File: config.mk
export PLATFORM = sky130hd
export DESIGN_NAME = sensorless_homing_sequencer_flat
export DESIGN_NICKNAME = d
export VERILOG_FILES = /design/src/rtl/shs_pkg.sv /design/src/rtl/shs_if.sv /design/src/rtl/shs_phase_step.sv /design/src/rtl/sensorless_homing_sequencer.sv /design/src/flat_wrapper.sv
export SDC_FILE = /design/constraint.sdc
export NUM_CORES = 1
export LEC_CHECK = 0
export CAP_MARGIN = 5
export CORE_UTILIZATION = 55
export CTS_CLUSTER_DIAMETER = 50
export DETAILED_ROUTE_END_ITERATION = 6
export DONT_BUFFER_PORTS = 1
export PLACE_DENSITY_LB_ADDON = 0.2
export SLEW_MARGIN = 20
export SYNTH_ARGS = -nofsm -noshare
export SYNTH_HDL_FRONTEND = slang
export SYNTH_SLANG_ARGS = --single-unit
File: constraint.sdc
create_clock -name clk -period 4.65 [get_ports clk]
set_clock_uncertainty 0.2 [all_clocks]
set_input_delay 0 -clock clk [delete_from_list [all_inputs] [get_ports clk]]
set_output_delay 0 -clock clk [all_outputs]
set_load 0.02 [all_outputs]
File: src/rtl/shs_pkg.sv
`timescale 1ns / 1ps
// ----------------------------------------------------------------------------
// shs_pkg: shared types and constants of the sensorless homing sequencer
// Field widths, register indexes, the homing phase codes and the register
// bundle that the top level hands to the step logic.
// ----------------------------------------------------------------------------
package shs_pkg;

  // Default values of the top-level parameters.
  localparam int DEBOUNCE_WIDTH_DEF = 16;
  localparam int VELOCITY_WIDTH_DEF = 24;

  // Fixed field and register widths.
  localparam int LOAD_W     = 10;
  localparam int STALL_W    = 10;
  localparam int SPEED_W    = 23;
  localparam int DEBCFG_W   = 16;
  localparam int PHASE_W    = 3;
  localparam int CFG_DATA_W = 23;
  localparam int CFG_IDX_W  = 3;

  // Configuration register indexes.
  localparam logic [CFG_IDX_W-1:0] REG_STALL_THRESHOLD  = 3'd0;
  localparam logic [CFG_IDX_W-1:0] REG_SPEED_THRESHOLD  = 3'd1;
  localparam logic [CFG_IDX_W-1:0] REG_SEARCH_DEBOUNCE  = 3'd2;
  localparam logic [CFG_IDX_W-1:0] REG_BACKING_DEBOUNCE = 3'd3;
  localparam logic [CFG_IDX_W-1:0] REG_LATCH_DEBOUNCE   = 3'd4;

  typedef enum logic [PHASE_W-1:0] {
    PH_UNKNOWN   = 3'd0,
    PH_SEARCHING = 3'd1,
    PH_BACKING   = 3'd2,
    PH_LATCHING  = 3'd3,
    PH_HOMED     = 3'd4
  } phase_t;

  typedef struct packed {
    logic [STALL_W-1:0]  stall_threshold;
    logic [SPEED_W-1:0]  speed_threshold;
    logic [DEBCFG_W-1:0] search_debounce;
    logic [DEBCFG_W-1:0] backing_debounce;
    logic [DEBCFG_W-1:0] latch_debounce;
  } cfg_regs_t;

  typedef struct packed {
    phase_t phase;
    logic   switch_on;
  } homing_state_t;

endpackage

File: src/rtl/shs_if.sv
`timescale 1ns / 1ps
// ----------------------------------------------------------------------------
// shs_if: valid/ready channels of the sensorless homing sequencer
// One interface for the tick word going in and one for the result word.
// ----------------------------------------------------------------------------
interface shs_in_if import shs_pkg::*; #(
  parameter int VELOCITY_WIDTH = VELOCITY_WIDTH_DEF
);
  logic                             valid;
  logic                             ready;
  logic                             homing_request;
  logic        [LOAD_W-1:0]         motor_load;
  logic signed [VELOCITY_WIDTH-1:0] velocity;

  modport source (output valid, homing_request, motor_load, velocity, input ready);
  modport sink   (input valid, homing_request, motor_load, velocity, output ready);
endinterface

interface shs_out_if import shs_pkg::*; ();
  logic               valid;
  logic               ready;
  logic               home_switch;
  logic [PHASE_W-1:0] homing_phase;

  modport source (output valid, home_switch, homing_phase, input ready);
  modport sink   (input valid, home_switch, homing_phase, output ready);
endinterface

File: src/rtl/shs_phase_step.sv
`timescale 1ns / 1ps
// ----------------------------------------------------------------------------
// shs_phase_step: next-state logic of the homing phase machine
// Stall and motion detection for one tick word, the debounce counter with
// saturation, and the phase advance.
// ----------------------------------------------------------------------------
module shs_phase_step import shs_pkg::*; #(
  parameter int DEBOUNCE_WIDTH = DEBOUNCE_WIDTH_DEF,
  parameter int VELOCITY_WIDTH = VELOCITY_WIDTH_DEF
) (
  input  cfg_regs_t                        cfg,
  input  logic                             homing_request,
  input  logic        [LOAD_W-1:0]         motor_load,
  input  logic signed [VELOCITY_WIDTH-1:0] velocity,
  input  homing_state_t                    cur_state,
  input  logic        [DEBOUNCE_WIDTH-1:0] cur_count,
  output homing_state_t                    nxt_state,
  output logic        [DEBOUNCE_WIDTH-1:0] nxt_count
);

  localparam int MAG_CMP_W = (VELOCITY_WIDTH > SPEED_W) ? VELOCITY_WIDTH : SPEED_W;
  localparam int LIM_CMP_W = (DEBOUNCE_WIDTH > DEBCFG_W) ? DEBOUNCE_WIDTH : DEBCFG_W;

  logic [VELOCITY_WIDTH-1:0] magnitude;
  logic                      moving;
  logic                      stalled;
  logic                      fast;
  logic                      stall_hit;
  phase_t                    entry_phase;
  logic                      qualify;
  logic [DEBCFG_W-1:0]       limit;
  phase_t                    target_phase;
  logic                      target_switch;

  // Two's complement negate in the field width gives the exact magnitude,
  // the most negative value included, when read as unsigned.
  assign magnitude = velocity[VELOCITY_WIDTH-1] ? (~velocity + 1'b1) : velocity;
  assign moving    = |velocity;
  assign stalled   = motor_load <= cfg.stall_threshold;
  assign fast      = MAG_CMP_W'(magnitude) > MAG_CMP_W'(cfg.speed_threshold);
  assign stall_hit = !cur_state.switch_on && stalled && fast && moving;

  assign entry_phase = (cur_state.phase == PH_UNKNOWN) ? PH_SEARCHING : cur_state.phase;

  always_comb begin
    qualify       = 1'b0;
    limit         = cfg.search_debounce;
    target_phase  = PH_BACKING;
    target_switch = 1'b1;
    unique case (entry_phase)
      PH_SEARCHING: begin
        qualify = stall_hit;
      end
      PH_BACKING: begin
        qualify       = moving;
        limit         = cfg.backing_debounce;
        target_phase  = PH_LATCHING;
        target_switch = 1'b0;
      end
      PH_LATCHING: begin
        qualify      = stall_hit;
        limit        = cfg.latch_debounce;
        target_phase = PH_HOMED;
      end
      default: begin
        qualify = 1'b0;
      end
    endcase
  end

  always_comb begin
    nxt_state.phase     = entry_phase;
    nxt_state.switch_on = cur_state.switch_on;
    nxt_count           = '0;
    if (!homing_request) begin
      nxt_state.phase     = PH_UNKNOWN;
      nxt_state.switch_on = 1'b0;
    end else if (qualify) begin
      if (LIM_CMP_W'(cur_count) > LIM_CMP_W'(limit)) begin
        nxt_state.phase     = target_phase;
        nxt_state.switch_on = target_switch;
      end else if (cur_count != '1) begin
        nxt_count = cur_count + 1'b1;
      end else begin
        nxt_count = cur_count;
      end
    end
  end

endmodule

File: src/rtl/sensorless_homing_sequencer.sv
`timescale 1ns / 1ps
// ----------------------------------------------------------------------------
// sensorless_homing_sequencer: virtual home switch from stall detection
// Steps the homing phase machine once per servo tick word and returns the
// switch level and phase after each tick.
// ----------------------------------------------------------------------------
// The block takes one tick word per clock while the output is not stalled
// and returns one result word for each: the word is first captured in an
// input register, then the phase, switch and debounce counter are updated
// in a single step in the state register and the new phase and switch
// level become the result. That single-step state update is what
// sets the rate of one word per clock. An idle result slot or a taken result
// lets the input register move on, so a new word is accepted while a finished
// result still waits, and a stalled output backs up only after the input
// register fills. Configuration registers are written through the cfg_ port
// at any edge with cfg_we high; writes to indexes past the register list are
// ignored. Config registers, valid flags and phase state reset to zero.
// ----------------------------------------------------------------------------
module sensorless_homing_sequencer import shs_pkg::*; #(
  parameter int DEBOUNCE_WIDTH = DEBOUNCE_WIDTH_DEF,
  parameter int VELOCITY_WIDTH = VELOCITY_WIDTH_DEF
) (
  input  logic                  clk,
  input  logic                  rst_n,
  shs_in_if.sink                in_ch,
  shs_out_if.source             out_ch,
  input  logic                  cfg_we,
  input  logic [CFG_IDX_W-1:0]  cfg_index,
  input  logic [CFG_DATA_W-1:0] cfg_data
);

  // Configuration registers.
  cfg_regs_t cfg_r;

  // Input register stage.
  logic                             s1_valid_r;
  logic                             s1_request_r;
  logic        [LOAD_W-1:0]         s1_load_r;
  logic signed [VELOCITY_WIDTH-1:0] s1_velocity_r;

  // Phase state; it doubles as the result payload.
  homing_state_t             state_r;
  homing_state_t             state_nxt;
  logic [DEBOUNCE_WIDTH-1:0] count_r;
  logic [DEBOUNCE_WIDTH-1:0] count_nxt;
  logic                      out_valid_r;

  logic advance;

  // The input register hands its word on when the result slot is free or is
  // being emptied in this cycle.
  assign advance      = s1_valid_r && (!out_valid_r || out_ch.ready);
  assign in_ch.ready  = !s1_valid_r || advance;

  assign out_ch.valid        = out_valid_r;
  assign out_ch.home_switch  = state_r.switch_on;
  assign out_ch.homing_phase = state_r.phase;

  always_ff @(posedge clk) begin
    if (!rst_n) begin
      cfg_r <= '0;
    end else if (cfg_we) begin
      unique case (cfg_index)
        REG_STALL_THRESHOLD:  cfg_r.stall_threshold  <= cfg_data[STALL_W-1:0];
        REG_SPEED_THRESHOLD:  cfg_r.speed_threshold  <= cfg_data[SPEED_W-1:0];
        REG_SEARCH_DEBOUNCE:  cfg_r.search_debounce  <= cfg_data[DEBCFG_W-1:0];
        REG_BACKING_DEBOUNCE: cfg_r.backing_debounce <= cfg_data[DEBCFG_W-1:0];
        REG_LATCH_DEBOUNCE:   cfg_r.latch_debounce   <= cfg_data[DEBCFG_W-1:0];
        default: begin
        end
      endcase
    end
  end

  // Input stage control; the payload needs no reset.
  always_ff @(posedge clk) begin
    if (!rst_n) begin
      s1_valid_r <= 1'b0;
    end else if (in_ch.ready) begin
      s1_valid_r <= in_ch.valid;
    end
  end

  always_ff @(posedge clk) begin
    if (in_ch.valid && in_ch.ready) begin
      s1_request_r  <= in_ch.homing_request;
      s1_load_r     <= in_ch.motor_load;
      s1_velocity_r <= in_ch.velocity;
    end
  end

  shs_phase_step #(
    .DEBOUNCE_WIDTH (DEBOUNCE_WIDTH),
    .VELOCITY_WIDTH (VELOCITY_WIDTH)
  ) u_step (
    .cfg            (cfg_r),
    .homing_request (s1_request_r),
    .motor_load     (s1_load_r),
    .velocity       (s1_velocity_r),
    .cur_state      (state_r),
    .cur_count      (count_r),
    .nxt_state      (state_nxt),
    .nxt_count      (count_nxt)
  );

  // The phase state moves only when a word leaves the input register, so the
  // result on the output always matches the last word stepped.
  always_ff @(posedge clk) begin
    if (!rst_n) begin
      state_r.phase     <= PH_UNKNOWN;
      state_r.switch_on <= 1'b0;
      count_r           <= '0;
      out_valid_r       <= 1'b0;
    end else begin
      if (advance) begin
        state_r     <= state_nxt;
        count_r     <= count_nxt;
        out_valid_r <= 1'b1;
      end else if (out_ch.ready) begin
        out_valid_r <= 1'b0;
      end
    end
  end

  // The switch is on exactly in the backing and homed phases.
  a_switch_matches_phase: assert property (@(posedge clk) disable iff (!rst_n)
    state_r.switch_on == (state_r.phase == PH_BACKING || state_r.phase == PH_HOMED))
    else $error("home switch level disagrees with homing phase");

  // A result that waits keeps its phase and switch level.
  a_state_held_on_stall: assert property (@(posedge clk) disable iff (!rst_n)
    out_valid_r && !out_ch.ready |=> $stable(state_r))
    else $error("homing state changed while a result word was stalled");

  // The phase only steps forward by one or drops back to unknown.
  a_phase_single_step: assert property (@(posedge clk) disable iff (!rst_n)
    $past(rst_n) && (state_r.phase != $past(state_r.phase)) |->
      (state_r.phase == PH_UNKNOWN) ||
      (state_r.phase == PHASE_W'($past(state_r.phase) + 3'd1)))
    else $error("homing phase skipped a step");

endmodule

File: src/flat_wrapper.sv
// flat-port wrapper written by rule: the top's interface ports become plain ports
module sensorless_homing_sequencer_flat import shs_pkg::*;
#(
  parameter int DEBOUNCE_WIDTH = DEBOUNCE_WIDTH_DEF,
  parameter int VELOCITY_WIDTH = VELOCITY_WIDTH_DEF
)
  (clk, rst_n, cfg_we, cfg_index, cfg_data, in_ch_valid, in_ch_homing_request, in_ch_motor_load, in_ch_velocity, in_ch_ready, out_ch_valid, out_ch_home_switch, out_ch_homing_phase, out_ch_ready);
  shs_in_if #(.VELOCITY_WIDTH(VELOCITY_WIDTH)) in_ch_i ();
  shs_out_if out_ch_i ();
  input  logic clk;
  input  logic rst_n;
  input  logic cfg_we;
  input  logic [CFG_IDX_W-1:0] cfg_index;
  input  logic [CFG_DATA_W-1:0] cfg_data;
  input wire logic [$bits(in_ch_i.valid)-1:0] in_ch_valid;
  input wire logic [$bits(in_ch_i.homing_request)-1:0] in_ch_homing_request;
  input wire logic [$bits(in_ch_i.motor_load)-1:0] in_ch_motor_load;
  input wire logic [$bits(in_ch_i.velocity)-1:0] in_ch_velocity;
  output wire logic [$bits(in_ch_i.ready)-1:0] in_ch_ready;
  output wire logic [$bits(out_ch_i.valid)-1:0] out_ch_valid;
  output wire logic [$bits(out_ch_i.home_switch)-1:0] out_ch_home_switch;
  output wire logic [$bits(out_ch_i.homing_phase)-1:0] out_ch_homing_phase;
  input wire logic [$bits(out_ch_i.ready)-1:0] out_ch_ready;
  assign in_ch_i.valid = in_ch_valid;
  assign in_ch_i.homing_request = in_ch_homing_request;
  assign in_ch_i.motor_load = in_ch_motor_load;
  assign in_ch_i.velocity = in_ch_velocity;
  assign in_ch_ready = in_ch_i.ready;
  assign out_ch_valid = out_ch_i.valid;
  assign out_ch_home_switch = out_ch_i.home_switch;
  assign out_ch_homing_phase = out_ch_i.homing_phase;
  assign out_ch_i.ready = out_ch_ready;
  sensorless_homing_sequencer #(.DEBOUNCE_WIDTH(DEBOUNCE_WIDTH), .VELOCITY_WIDTH(VELOCITY_WIDTH)) u_core (.clk(clk), .rst_n(rst_n), .in_ch(in_ch_i), .out_ch(out_ch_i), .cfg_we(cfg_we), .cfg_index(cfg_index), .cfg_data(cfg_data));
endmodule
---- Word-level counts from Yosys, hierarchy flattened ----
Index checks and enable logic that the tools add are counted.
word-level totals
  register bits after elaboration ......... 138
  bits in latches ......................... 0
  bits in writable memories ............... 0
  memory bits (read-only) ................. 0
  input port bits ......................... 66
  logic and storage cells ................. 67
  memories kept ........................... 0
cells by class
  $add $sub $neg .......................... 2
  multipliers ............................. 0
  div/mod/pow operators ................... 0
  $lt $le $gt $ge ......................... 3
  eq/ne operators ......................... 11
  shift-type cells ........................ 0
  muxes and demuxes ....................... 15
  bitwise logic cells ..................... 1
  reduce and logical (&&, ||, !) cells .... 22
operator list
  operator                                             count
  two-way mux 16 bit                                   4
  case mux 16 bit (2 select lines)                     1
  adder 24 x 1 -> 24 bit, second input constant        1
  > comparator 24 x 23 -> 1 bit                        1
  two-way mux 24 bit                                   1
  inverter 24 bit                                      1
  OR reduction 24 bit                                  1
  adder 16 x 1 -> 16 bit, second input constant        1
  > comparator 16 bit                                  1
  inequality test 16 bit, second input constant        1
  equality test 3 x 2 -> 1 bit, second input constant  4
  two-way mux 4 bit                                    3
  AND reduction 2 bit                                  6
  <= comparator 10 bit                                 1
  equality test 3 x 1 -> 1 bit, second input constant  2
  logical NOT 3 bit                                    2
  case mux 3 bit (2 select lines)                      1
  logical AND 1 bit                                    5
  inequality test 2 bit, second input constant         2
  inequality test 4 bit, second input constant         1
  equality test 3 bit, second input constant           1
  logical NOT 1 bit                                    3
  two-way mux 1 bit                                    3
  two-way mux 3 bit                                    1
  5 further kinds                                      6

---- Logic depth before layout (Yosys ltp) ----
  depth in word-level cells ............... 9
  depth in mapped cells ................... 17
  depth with buffers taken out ............ 16

---- Cells and area by module ----
Synthesis repeated with hierarchy kept, for this count alone.
unflattened totals
  cells, all modules ...................... 797
  area, all modules ....................... 7284.5 um2
by module, submodules not included
  module                       times used  cells each  area an instance (um2)  seq. area each (um2)
  sensorless_homing_sequencer  1           429         4705.8                  3113.0
  shs_phase_step               1           368         2578.7                  0.0

---- Worst setup path after synthesis ----
Ideal clock, no wire load.
  path type ............................... register to register
  start ................................... reg u_core.s1_velocity_r[9]
  end ..................................... reg u_core.count_r[11]
  arrival time ............................ 4.048 ns
  slack ................................... 0.267 ns
  stages on the path, launching flop included .. 14
  buffers on the path ..................... 0
  clock period less this slack ............ 4.383 ns
  cell sequence ........................... edfxtp_1 or4_1 or2_1 or3_1 o41ai_1 xnor2_1 ha_1 nand4_1 nor4_1 a22oi_1 a2111oi_1 nor4b_4 a21oi_1 o211ai_1
on the way
  longest elaborated chain between the ends .. 9
RTL lines
  element                                                                line                                RTL
  start, declared                                                        sensorless_homing_sequencer.sv:39   logic signed [VELOCITY_WIDTH-1:0] s1_velocity_r;
  start signal, assigned                                                 sensorless_homing_sequencer.sv:88   s1_velocity_r <= in_ch.velocity;
  inverter 24 bit                                                        shs_phase_step.sv:37                assign magnitude = velocity[VELOCITY_WIDTH-1] ? (~velocity + 1'b1) : velocity;
  adder 24 x 1 -> 24 bit                                                 shs_phase_step.sv:37
  two-way mux 24 bit                                                     shs_phase_step.sv:37
  > comparator 24 x 23 -> 1 bit                                          shs_phase_step.sv:40                assign fast = MAG_CMP_W'(magnitude) > MAG_CMP_W'(cfg.speed_threshold);
  logical AND 1 bit (2 in a row)                                         shs_phase_step.sv:41                assign stall_hit = !cur_state.switch_on && stalled && fast && moving;
  case mux 1 bit (2 select lines) (*)                                    shs_phase_step.sv:50                unique case (entry_phase)
  inequality test 4 bit (no line) or two-way mux 16 bit (tied branches)  -
  AND reduction 2 bit (no line) or two-way mux 16 bit (tied branches)    -
  end signal, assigned                                                   sensorless_homing_sequencer.sv:117  count_r <= count_nxt;
  end, declared                                                          sensorless_homing_sequencer.sv:44   logic [DEBOUNCE_WIDTH-1:0] count_r;
Every way passes the cells marked *; elsewhere a longest branch is shown, timed or not.
A chain may end at the register's enable or synchronous reset.

---- Worst setup path in the final report ----
  start ................................... reg u_core.s1_velocity_r[9]
  end ..................................... reg u_core.count_r[0]
The elaborated chain is that of the path after synthesis.

==> flow_metrics.py <==
metrics = {
    "hold_path": {
        "worstHoldEndpoint": "u_core.cfg_r[47]",
        "holdCritPathClass": "in -> reg",
        "hold_depth": 5,
        "min_from": "cfg_we",
    },
    "sta": {
        "min_period_ns": 4.524,
        "fin_crit_sh": 0.9729,
        "setup_ws_ns": 0.1260,
        "maxSlewViolCount": 0,
        "slew_headroom": 0.2721,
        "max_freq_mhz": 221.0,
        "tightest_slew_ns": 1.090,
        "finalHoldViolCount": 0,
        "finalSetupViolations": 0,
        "setup-tns-final_ns": 0,
    },
    "drt": {
        "drt_iter0_drc": 583,
        "vias": 6580,
        "drt.antenna.violating_nets": 0,
        "drcViolationCount": 0,
        "drt_first_pass_iters": 5,
        "vias_per_cell": 5.782,
        "routed_wl_um": 19680,
        "wl_per_cell_um": 17.29,
    },
    "logic_synthesis": {
        "synth_cells": 845,
        "synth_area_per_cell_um2": 8.520,
        "ys_warn_count": 0,
        "synth.distinct_cells": 55,
        "synthArstFlopShare": 0,
        "synth.most_common_cell": "nand2_1",
        "synth-edff-count": 35,
        "synthTopCellsByArea": "dfxtp_1 (29%), edfxtp_1 (15%), nand2_1 (11%)",
        "yosysSeqAreaShare": 0.4324,
        "synthFlopType": "dfxtp_1",
        "synth_area_leader_cell": "dfxtp_1",
        "syn_nets": 962,
        "synthesis.area_um2": 7199,
        "synth_common_cells": "nand2_1 (212), dfxtp_1 (103), a21oi_1 (63), a21boi_0 (61), ha_1 (51)",
        "yosysTopAreaCellShare": 0.2864,
        "synth.ff_latch_count": 138,
    },
    "die": {
        "core_area_um2": 12670,
        "die_x_um": 116.4,
        "pin_count": 72,
        "start_util": 0.5682,
        "dieArea_um2": 13550,
        "die_h_um": 116.4,
        "rows": 41,
    },
    "finish": {
        "layout.nets": 1069,
        "fin_util": 0.7250,
        "drive_gt1_frac": 0.06528,
        "instances_no_fill": 1138,
        "area_growth_pct": 27.60,
    },
    "worst_setup_path": {
        "r2r-start": "u_core.s1_velocity_r[9]",
        "crit_arrival_ns": 4.68,
        "critPathMaxStageDelay_ns": 0.56,
        "start_kind": "flop",
        "slowest_stage": "or4_1",
        "critical_path.startpoint": "u_core.s1_velocity_r[9]",
        "endpoint_kind": "flop",
        "required_ns": 4.81,
        "ff2ff_setup_slack_ns": 0.13,
        "worst_path_most_repeated_cell": "buf_6",
        "crit_fanout": 15,
        "worst-path-buf-inv": 3,
        "cp_top_family": "simple AND/OR/NAND/NOR gates",
        "timing.rr.end": "u_core.count_r[0]",
        "crit_type": "reg -> reg",
        "worstPathCellList": "or4_1, or2_1, or3_4, o31ai_1, xnor2_1, ha_1, nand3_4, nor4_4, o21ai_0, a21oi_1, a2111oi_1, buf_4, nor4b_4, buf_6, buf_6, nand3_1, o22ai_1",
        "reg2regPathDepth": 17,
    },
    "clocking": {
        "htree_levels": 4,
        "cts_root_buf": "clkbuf_16",
        "clk_pin_slew_ns": 0.06,
        "numCtsBuffers": 17,
        "clock_sinks": 138,
        "cts_tree": "built",
        "cts_buffer_depth": 2,
        "clk_latency_ns": 0.44,
    },
    "placed_design": {
        "io_buffers": 0,
        "place_inst": 987,
        "gp_congestion": 0.8418,
        "hpwl_um": 11800,
        "dpl_worst_slack_ns": -0.1245,
    },
    "global_routing": {
        "grtUsageTotal": 0.3052,
        "antenna_found_initial": 1,
        "overflow": 0,
        "grt_max_degree": 91,
        "grt_pass1_wl_um": 31110,
        "grt_pass1_vias": 6431,
    },
    "power": {
        "leakage_nw": 3.182,
        "worst_ir_drop_vdd_uv": 313.5,
        "power_density_nw_per_um2": 318.9,
        "p_total_mw": 2.929,
    },
    "run_status": {
        "outcome": "complete, no violations",
    },
    "flow_run": {
        "max_cap_viol_count": 0,
    },
}
[metrics by stage]
step | cell area, um2 | hold slack [ns]
3_3_place_gp | 7331 | -0.1011
5_1_grt | 9186 | 0.007603
6_report | 9186 | 0.005731
2_1_floorplan | 7199 | -0.1011
4_1_cts | 9056 | 0.001708
3_5_place_dp | 7331 | -0.1011
[state kept, by name (all words and copies together) (netlist names), 3 cells and up]
signal and flops:
u_core.cfg_r 81, u_core.s1_load_r 10, u_core.count_r 16, u_core.out_ch.homing_phase 3, u_core.s1_velocity_r 24
[cell type report]
class | count | area [um2]
diodes | 1 | 2.502
clock inverters | 9 | 65.06
inverters | 43 | 161.4
repair buffers | 126 | 1259
fillers | 905 | 3485
flip-flops and latches | 138 | 3113
clock buffers | 23 | 489.2
multi-input cells | 626 | 3881
well taps | 172 | 215.2
[kinds of logic after synthesis]
kind of cell               after synthesis  share of synthesized area
buffers and inverters                   81                    0.04240
muxes                                   17                    0.02364
AOI/OAI and AO/OA                      189                     0.1708
adders and majority gates               51                    0.08863
xor gates and xnor gates                21                    0.02555
and+or+nand+nor                        348                     0.2165
DFF                                    138                     0.4324
[power breakdown]
group | leakage [nW] | total (mW) | switching (mW) | internal (mW)
clock network | 0.265 | 1.28 | 0.537 | 0.741
logic | 1.74 | 0.350 | 0.184 | 0.166
registers | 1.18 | 1.30 | 0.0320 | 1.27
total | 3.18 | 2.93 | 0.753 | 2.18
[worst max path at each step]
stage,to,slack [ns],cells past startpoint
after detailed placement,u_core.count_r[3],-0.12,16
after floorplan,u_core.count_r[11],0.27,13
after global placement,u_core.count_r[3],0.11,16
final,u_core.count_r[0],0.13,17
after CTS,u_core.count_r[6],-0.01,15
after global routing,u_core.count_r[0],-0.08,17
[layer usage]
metal	vias up	routed length, um	GRT usage	share of wire
met3	47	1211	0.08147	0.062
met5	-	0	0	0
met4	0	536	0.1316	0.027
met1	3157	8111	0.3583	0.41
li1	3151	-	-	-
met2	225	9820	0.5243	0.50
[worst reg2reg max path, stage by stage, from the launching register on]
cell	delay, ns
edfxtp_1	0.42
or4_1	0.56
or2_1	0.28
or3_4	0.40
o31ai_1	0.32
xnor2_1	0.13
ha_1	0.32
nand3_4	0.10
nor4_4	0.30
o21ai_0	0.13
a21oi_1	0.14
a2111oi_1	0.07
buf_4	0.17
nor4b_4	0.27
buf_6	0.16
buf_6	0.17
nand3_1	0.13
o22ai_1	0.17
[cell usage in the layout, fill, tap and decap left out, types with 7 or more instances in the layout]
cell	netlist	layout
nand4_1	19	19
clkbuf_16	0	18
o21ai_0	19	18
nor2_1	34	33
nor2b_1	7	7
a21oi_1	63	62
dfxtp_1	103	103
buf_4	0	9
xnor2_1	20	20
dlygate4sd3_1	0	114
nor3_1	11	10
edfxtp_1	35	35
mux2i_1	17	17
nand2_1	212	212
ha_1	51	51
inv_1	42	42
a21boi_0	61	61
o211ai_1	10	10
nand3_1	23	22
[what timing repair did]
action	in CTS	in global routing
gates resized for setup	4	14
endpoints found under the setup margin	16	19
setup buffers	0	3
hold buffers	113	2
pin swaps	2	6
hold endpoints to repair	163	2
(Power assumes the default switching activity.)
